File: src/design/u8v_pkg.sv
// Shared types and constants for the UTF-8 stream validator.
package u8v_pkg;

  localparam int unsigned CP_W   = 21;
  localparam int unsigned TAIL_W = 2;

  typedef enum logic [2:0] {
    ST_VALID     = 3'd0,
    ST_FORBIDDEN = 3'd1,
    ST_OVERLONG  = 3'd2,
    ST_SHORT     = 3'd3,
    ST_LONG      = 3'd4
  } status_t;

  typedef struct packed {
    status_t             err;
    logic [TAIL_W-1:0]   tail;
    logic [CP_W-1:0]     cp;
  } u8v_step_t;

endpackage

File: src/design/u8v_byte_if.sv
// Input channel: one string byte per word with an end-of-string flag.
interface u8v_byte_if;
  logic       valid;
  logic       ready;
  logic [7:0] byte_in;
  logic       last_byte;

  modport source (output valid, output byte_in, output last_byte, input ready);
  modport sink   (input valid, input byte_in, input last_byte, output ready);
endinterface

File: src/design/u8v_status_if.sv
// Output channel: one validation status word per string.
interface u8v_status_if import u8v_pkg::*; ();
  logic    valid;
  logic    ready;
  status_t status;

  modport source (output valid, output status, input ready);
  modport sink   (input valid, input status, output ready);
endinterface

File: src/design/u8v_decode.sv
// Per-byte UTF-8 decode step: error code and next tail count and codepoint.
module u8v_decode import u8v_pkg::*; (
  input  logic [7:0]        byte_in,
  input  logic [TAIL_W-1:0] tail,
  input  logic [CP_W-1:0]   cp,
  output u8v_step_t         step
);

  logic [TAIL_W-1:0] tail_dec;
  logic [CP_W-1:0]   cp_or;
  logic [CP_W-1:0]   cp_cont;

  assign tail_dec = tail - TAIL_W'(1);

  // A pending tail is at most two after one decrement, so the shift is 0, 6 or 12.
  always_comb begin
    case (tail_dec)
      2'd0:    cp_or = {{(CP_W-6){1'b0}}, byte_in[5:0]};
      2'd1:    cp_or = {{(CP_W-12){1'b0}}, byte_in[5:0], 6'b0};
      default: cp_or = {{(CP_W-18){1'b0}}, byte_in[5:0], 12'b0};
    endcase
  end

  assign cp_cont = cp | cp_or;

  always_comb begin
    step.err  = ST_VALID;
    step.tail = tail;
    step.cp   = cp;
    if (!byte_in[7]) begin
      if (tail != '0) begin
        step.err = ST_SHORT;
      end else begin
        step.cp = {{(CP_W-8){1'b0}}, byte_in};
      end
    end else if (byte_in[7:6] == 2'b10) begin
      if (tail == '0) begin
        step.err = ST_LONG;
      end else begin
        step.tail = tail_dec;
        step.cp   = cp_cont;
        if (cp_cont == '0) step.err = ST_OVERLONG;
      end
    end else if (byte_in[7:5] == 3'b110) begin
      if (tail != '0) begin
        step.err = ST_SHORT;
      end else begin
        step.tail = TAIL_W'(1);
        step.cp   = {{(CP_W-11){1'b0}}, byte_in[4:0], 6'b0};
        if (byte_in[4:0] == 5'd0) step.err = ST_OVERLONG;
      end
    end else if (byte_in[7:4] == 4'b1110) begin
      if (tail != '0) begin
        step.err = ST_SHORT;
      end else begin
        step.tail = TAIL_W'(2);
        step.cp   = {{(CP_W-16){1'b0}}, byte_in[3:0], 12'b0};
      end
    end else if (byte_in[7:3] == 5'b11110) begin
      if (tail != '0) begin
        step.err = ST_SHORT;
      end else begin
        step.tail = TAIL_W'(3);
        step.cp   = {byte_in[2:0], 18'b0};
        // Leads F5 to F7 put the value above the last Unicode codepoint.
        if (byte_in[2:0] > 3'd4) step.err = ST_FORBIDDEN;
      end
    end else begin
      step.err = ST_FORBIDDEN;
    end
  end

endmodule

File: src/design/utf8_stream_validator.sv
// UTF-8 stream validator: one status word per string, one byte word per cycle.
// A final byte is held in the input register, and its status is then presented from the result register.
// Throughput: one byte word per cycle; the decode step and the state update sit
// between the input register and the result register.
// The input stalls only while a final byte waits behind a status not yet taken.
// Reset (rst, synchronous) clears the tail count, codepoint, held error and valids.
module utf8_stream_validator import u8v_pkg::*; (
  input logic         clk,
  input logic         rst,
  u8v_byte_if.sink    data,
  u8v_status_if.source result
);

  logic              s1_valid;
  logic [7:0]        s1_byte;
  logic              s1_last;
  logic [TAIL_W-1:0] tail;
  logic [CP_W-1:0]   partial;
  status_t           first_err;
  u8v_step_t         step;
  status_t           err_now;
  status_t           final_status;
  logic              advance;
  logic              finish;

  u8v_decode u_decode (
    .byte_in (s1_byte),
    .tail    (tail),
    .cp      (partial),
    .step    (step)
  );

  // Bytes that are not final never produce a word, so they always move on.
  assign advance    = s1_valid && (!s1_last || !result.valid || result.ready);
  assign finish     = advance && s1_last;
  assign data.ready = !s1_valid || advance;

  assign err_now = (first_err != ST_VALID) ? first_err : step.err;

  always_comb begin
    final_status = err_now;
    if (err_now == ST_VALID && step.tail != '0) final_status = ST_SHORT;
  end

  always_ff @(posedge clk) begin
    if (rst) begin
      s1_valid     <= 1'b0;
      tail         <= '0;
      partial      <= '0;
      first_err    <= ST_VALID;
      result.valid <= 1'b0;
    end else begin
      if (data.ready) s1_valid <= data.valid;
      if (finish) begin
        result.valid <= 1'b1;
      end else if (result.ready) begin
        result.valid <= 1'b0;
      end
      if (finish) begin
        tail      <= '0;
        partial   <= '0;
        first_err <= ST_VALID;
      end else if (advance && first_err == ST_VALID) begin
        tail      <= step.tail;
        partial   <= step.cp;
        first_err <= step.err;
      end
    end
  end

  always_ff @(posedge clk) begin
    if (data.valid && data.ready) begin
      s1_byte <= data.byte_in;
      s1_last <= data.last_byte;
    end
    if (finish) result.status <= final_status;
  end

  a_result_from_final: assert property (@(posedge clk) disable iff (rst)
    $rose(result.valid) |-> $past(s1_valid && s1_last))
    else $error("status word appeared without a final byte");

  a_clear_after_final: assert property (@(posedge clk) disable iff (rst)
    finish |=> (tail == '0 && partial == '0 && first_err == ST_VALID))
    else $error("string state not cleared after the final byte");

  a_error_sticky: assert property (@(posedge clk) disable iff (rst)
    (first_err != ST_VALID && !finish) |=> first_err == $past(first_err))
    else $error("held error changed before the end of the string");

  a_stall_cause: assert property (@(posedge clk) disable iff (rst)
    !data.ready |-> (s1_valid && s1_last && result.valid && !result.ready))
    else $error("input stalled without a blocked final byte");

endmodule

File: src/flat_wrapper.sv
// flat-port wrapper written by rule: the top's interface ports become plain ports
module utf8_stream_validator_flat import u8v_pkg::*;
  (clk, rst, data_valid, data_byte_in, data_last_byte, data_ready, result_valid, result_status, result_ready);
  u8v_byte_if data_i ();
  u8v_status_if result_i ();
  input logic clk;
  input logic rst;
  input wire logic [$bits(data_i.valid)-1:0] data_valid;
  input wire logic [$bits(data_i.byte_in)-1:0] data_byte_in;
  input wire logic [$bits(data_i.last_byte)-1:0] data_last_byte;
  output wire logic [$bits(data_i.ready)-1:0] data_ready;
  output wire logic [$bits(result_i.valid)-1:0] result_valid;
  output wire logic [$bits(result_i.status)-1:0] result_status;
  input wire logic [$bits(result_i.ready)-1:0] result_ready;
  assign data_i.valid = data_valid;
  assign data_i.byte_in = data_byte_in;
  assign data_i.last_byte = data_last_byte;
  assign data_ready = data_i.ready;
  assign result_valid = result_i.valid;
  assign result_status = result_i.status;
  assign result_i.ready = result_ready;
  utf8_stream_validator u_core (.clk(clk), .rst(rst), .data(data_i), .result(result_i));
endmodule
File: config.mk
export PLATFORM = sky130hd
export DESIGN_NAME = utf8_stream_validator_flat
export DESIGN_NICKNAME = d
export VERILOG_FILES = /design/src/design/u8v_pkg.sv /design/src/design/u8v_byte_if.sv /design/src/design/u8v_status_if.sv /design/src/design/u8v_decode.sv /design/src/design/utf8_stream_validator.sv /design/src/flat_wrapper.sv
export SDC_FILE = /design/constraint.sdc
export NUM_CORES = 1
export LEC_CHECK = 0
export BUFFER_PORTS_ARGS = -buffer_cell sky130_fd_sc_hd__buf_4
export CAP_MARGIN = 0
export CORE_MARGIN = 4
export CORE_UTILIZATION = 26
export CTS_CLUSTER_SIZE = 12
export DETAILED_ROUTE_END_ITERATION = 10
export PLACE_DENSITY = 0.46
export SETUP_SLACK_MARGIN = 0.3
export SYNTH_ARGS = -nofsm -noshare
export SYNTH_HDL_FRONTEND = slang
export SYNTH_SLANG_ARGS = --single-unit
File: constraint.sdc
create_clock -name clk -period 2.28 [get_ports clk]
set_input_delay 0.456 -clock clk [delete_from_list [all_inputs] [get_ports clk]]
set_output_delay 0.456 -clock clk [all_outputs]
set_load 0.005 [all_outputs]
* After elaboration in Yosys (flattened, before gate mapping)
Cells that the tools add are included.
Word-level totals: register bits after elaboration 40
Operators by class: add/sub/neg operators 1, magnitude comparators 1, equality and inequality tests 11, muxes and demuxes 24, bitwise logic cells 1, reduce and logical (&&, ||, !) cells 23
Operators with widths (count):
- $mux W23 | 5
- $mux W26 | 3
- $mux W21 | 2
- $pmux W18 S2 | 1
- $logic_not A21 Y1 | 1
- $or A21 B21 Y21 | 1
- $mux W2 | 6
- $mux W3 | 4
- $ne A3 B3 Y1 const B | 4
- $reduce_and A7 Y1 | 1
- $logic_not A3 Y1 | 2
- $reduce_bool A2 Y1 | 3
- $eq A5 B5 Y1 const B | 1
- $logic_and A1 B1 Y1 | 5
- $logic_not A5 Y1 | 1
- $ne A5 B5 Y1 const B | 1
- $eq A4 B4 Y1 const B | 1
- $logic_not A2 Y1 | 2
- $eq A3 B3 Y1 const B | 1
- $gt A3 B3 Y1 const B | 1
- $logic_not A1 Y1 | 3
- $logic_or A1 B1 Y1 | 3
- $mux W1 | 3
- $reduce_bool A3 Y1 | 1
- 5 further kinds | 5

* Longest topological paths before layout
depth after elaboration 12, gate-level depth with buffers 9

* By module
From an unflattened synthesis, not the netlist that was laid out.
Unflattened totals: cells, all modules 263, area total of the unflattened synthesis 2293.4 sq um
Modules (own cells, without submodules):
- utf8_stream_validator | times used 1, cells each 152, area each 1549.0 sq um, seq. area each 920.9 sq um
- u8v_decode | times used 1, cells each 111, area each 744.5 sq um, seq. area each 0.0 sq um

* Worst setup path after synthesis
OpenSTA, ideal clock, no wires.
path kind flip-flop to flip-flop, start point register u_core.tail[0], end point register u_core.result.status[0], data pin, setup time 0.254 ns, data arrival time 1.722 ns, required time 2.026 ns, slack 0.304 ns, cell stages (with the launch flop) 9, path buffers 1, path through dfxtp_1 inv_1 ha_1 clkbuf_1 nor3b_1 o22ai_1 nor4_1 nor3_1 a21o_1
On the way: longest elaborated chain between the ends 12, elaborated cells between the ends (all ways) 28
RTL lines:
- from (decl) | line utf8_stream_validator.sv:17 | logic [TAIL_W-1:0] tail;
- from (signal assigned) | line utf8_stream_validator.sv:64 | tail <= step.tail;
- $sub A2 B1 Y2 | line u8v_decode.sv:13 | assign tail_dec = tail - TAIL_W'(1);
- $eq A2 B1 Y1 or $logic_not A2 Y1 (tied branches) | line u8v_decode.sv:17 | case (tail_dec)
- $pmux W18 S2 | line u8v_decode.sv:17
- $or A21 B21 Y21 | line u8v_decode.sv:24 | assign cp_cont = cp | cp_or;
- $logic_not A21 Y1 | line u8v_decode.sv:42 | if (cp_cont == '0) step.err = ST_OVERLONG;
- $mux W2 | line u8v_decode.sv:42
- $mux W3 | line u8v_decode.sv:37 | if (tail == '0) begin
- $mux W26 | line u8v_decode.sv:36 | end else if (byte_in[7:6] == 2'b10) begin
- $mux W3 | line u8v_decode.sv:30 | if (!byte_in[7]) begin
- $mux W3 | line utf8_stream_validator.sv:38 | assign err_now = (first_err != ST_VALID) ? first_err : step.err;
- $logic_not A3 Y1 | line utf8_stream_validator.sv:42 | if (err_now == ST_VALID && step.tail != '0) final_status = ST_SHORT;
- $logic_and A1 B1 Y1 | line utf8_stream_validator.sv:42
- to (signal assigned) | line utf8_stream_validator.sv:76 | if (finish) result.status <= final_status;
- to (decl) | line u8v_status_if.sv:7 | modport source (output valid, output status, input ready);
Parallel ways exist; a longest one is shown, timed or not. The select of a mux whose other input is x is not followed. A chain may end at the register's enable or synchronous reset.

* Final worst setup path
Ends and elaborated chain as after synthesis.

==> results.sh <==
export IMPL_synth_enable_flop_cells=12
export IMPL_synth_fp_nets=209
export IMPL_ys_top_cells_by_count="dfxtp_1, nor2_1, a22o_1, edfxtp_1"
export IMPL_hp_start="rst"
export IMPL_r2r_cells=7
export IMPL_setup_viol=0
export IMPL_power_density_nw_per_um2=599
export IMPL_die_height_um=94.7
export IMPL_syn_to_final_growth_pct=23.9
export IMPL_ir_worst_vdd_uv=256
export IMPL_crit_path_start_kind="register"
export IMPL_reg2reg_slack_ns=0.37
export IMPL_ff_latch_area_sq_um=926
export IMPL_grt_pass1_vias=1548
export IMPL_critPathArrivalTime_ns=1.96
export IMPL_ctsHoldBuffers=0
export IMPL_worst_r2r_endpoint="u_core.result.status[0]"
export IMPL_antenna_left=0
export IMPL_status="completed"
export IMPL_grt_pass1_wl_mm=7.76
export IMPL_yosysTopAreaCell="dfxtp_1"
export IMPL_dieArea_sq_um=8970
export IMPL_synthesis_area_per_instance_sq_um=10.2
export IMPL_n_fill_cell=776
export IMPL_whs_path_depth=2
export IMPL_clkSinkCount=40
export IMPL_drv_slew=0
export IMPL_fin_worst_skew_ns=0.00502
export IMPL_io_buffers=17
export IMPL_drt_pass1_iter_count=4
export IMPL_die_width_um=94.7
export IMPL_finalCritPeriodShare_pct=83.8
export IMPL_syn_inst=191
export IMPL_fin_crit_ns=1.91
export IMPL_fmax_mhz=523
export IMPL_synth_distinct_cells=52
export IMPL_hpwl_mm=3.23
export IMPL_clkTransAtPathRegs_ns=0.08
export IMPL_tritoncts="yes"
export IMPL_hold_viol=0
export IMPL_synthArstFlopShare_pct=0
export IMPL_gp_congestion=0.823
export IMPL_p_leak_nw=0.910
export IMPL_initialDrtViolationCount=129
export IMPL_drc=0
export IMPL_cts_root_buf="clkbuf_8"
export IMPL_synth_top_area_share_pct=28.7
export IMPL_antenna_cells=0
export IMPL_routed_via_density=4.93
export IMPL_yosysMostFrequentCell="dfxtp_1"
export IMPL_min_path_type="primary input to register"
export IMPL_ys_seq_area_share_pct=47.1
export IMPL_ys_ff_latch=40
export IMPL_tightestPinTransition_ns=0.986
export IMPL_synthesis_area_sq_um=1950
export IMPL_grt_antenna_before_repair=0
export IMPL_crit_type="register to register"
export IMPL_wl_mm=4.73
export IMPL_endpoint_kind="register"
export IMPL_grt_max_degree=20
export IMPL_holdWs_ns=0.332
export IMPL_slew_headroom_pct=33.9
export IMPL_clock_latency_ns=0.29
export IMPL_core_region_area_sq_um=7290
export IMPL_drive_gt1_share_pct=27.6
export IMPL_clk_path_buf_depth=2
export IMPL_nets=238
export IMPL_wl_per_cell_um=14.8
export IMPL_required_ns=2.33
export IMPL_yosys_warnings=0
export IMPL_path_max_fanout=6
export IMPL_synth_flop_cell="dfxtp_1"
export IMPL_start_util_pct=26.8
export IMPL_num_vias=1577
export IMPL_rsz0062_at_grt="false"
export IMPL_hold_path_endpoint="u_core.s1_valid"
export IMPL_drv_cap=0
export IMPL_grt_total_usage_pct=11.2
export IMPL_ios=18
export IMPL_multi_input_area_sq_um=990
export IMPL_htreeDepth=2
export IMPL_synth_area_top_cells="dfxtp_1, edfxtp_1, a22o_1"
export IMPL_rr_startpoint="u_core.tail[0]"
export IMPL_overflow=0
export IMPL_rows=31
export IMPL_numCtsBuffers=5
export IMPL_fin_setup_tns_ns=0
==> cell usage in the layout, fill, tap and decap left out, types with 4 or more instances in the layout <==
cell       n
buf_4     30
dfxtp_1   26
nor2_1    19
a22o_1    12
edfxtp_1  12
a21oi_1    9
inv_1      8
a31oi_1    7
a22oi_1    7
nor4_1     7
nand2_1    6
nor3_1     5
clkbuf_8   5
o21ai_0    4
==> worst max-delay path by stage <==
| stage | start | end | slack (ns) | cells after the start |
|---|---|---|---|---|
| 6_report | u_core.tail[0] | u_core.result.status[0] | 0.37 | 7 |
| 5_1_grt | u_core.tail[0] | u_core.result.status[0] | 0.29 | 7 |
| 4_1_cts | u_core.s1_byte[4] | u_core.partial[2] | 0.31 | 4 |
| 3_5_place_dp | u_core.tail[0] | u_core.result.status[0] | 0.10 | 7 |
| 3_3_place_gp | u_core.tail[0] | u_core.result.status[0] | 0.13 | 7 |
| 2_1_floorplan | u_core.tail[0] | u_core.result.status[0] | 0.30 | 8 |
==> worst max-delay path, cell delays in order (launching register included) <==
cell	delay, ns
dfxtp_2	0.38
inv_1	0.11
ha_4	0.33
buf_12	0.11
o2111ai_1	0.12
nor4_2	0.36
nor3_2	0.09
a21o_1	0.16
==> sequential cells by signal, indices dropped and copies added (netlist names) <==
register              cells
u_core.tail               2
u_core.s1_last            1
u_core.result.valid       1
u_core.s1_byte            8
u_core.s1_valid           1
u_core.result.status      3
u_core.partial           21
u_core.first_err          3
==> kinds of logic after synthesis <==
logic type	after synthesis	synth area share [%]
DFF	40	47.1
muxes	1	0.512
AOI/OAI and AO/OA	62	25.0
buffers and inverters	19	4.74
and+or+nand+nor	64	19.5
adders and majority gates	5	3.20
==> stage by stage <==
stage          area, sq um  cells  util (%)  total power [mW]  setup WS, ns
2_1_floorplan         1950    191         -             0.917         0.304
3_3_place_gp          2190    301      30.1             0.983         0.130
3_5_place_dp          2190    301      30.1             0.981         0.100
4_1_cts               2300    309      31.5              1.44         0.312
5_1_grt               2420    320      33.2              1.53         0.288
6_report              2420    320      33.2              1.45         0.369
==> power by group <==
part | internal, mW | leakage (nW) | switching (mW)
Combinational | 0.0984 | 0.528 | 0.112
Sequential | 0.755 | 0.344 | 0.0279
Clock | 0.211 | 0.0378 | 0.246
==> metal layers <==
metal  vias to the layer above  part of all wire (%)  global-route usage [%]
met5                         -                     0                       0
met4                         0                   2.0                    5.17
met3                         8                   3.4                    2.63
met2                        32                    46                    17.3
met1                       749                    49                    14.9
li1                        788                     -                       -
==> final cells by class <==
class	instances	share of cell area, %
flip-flops and latches	40	38.2
clock inverters	3	0.775
inverters	8	1.24
clock buffers	5	2.84
well taps	99	5.11
multi-input cells	133	40.9
repair buffers	32	11.0
==> repair_timing <==
action                                  CTS  global route
resized for setup                         4             7
pin swaps                                 0             2
cloned                                    0             1
setup buffers                             0            10
endpoints found under the setup margin   19            14
No activity file was read; power rests on OpenSTA's default activity.
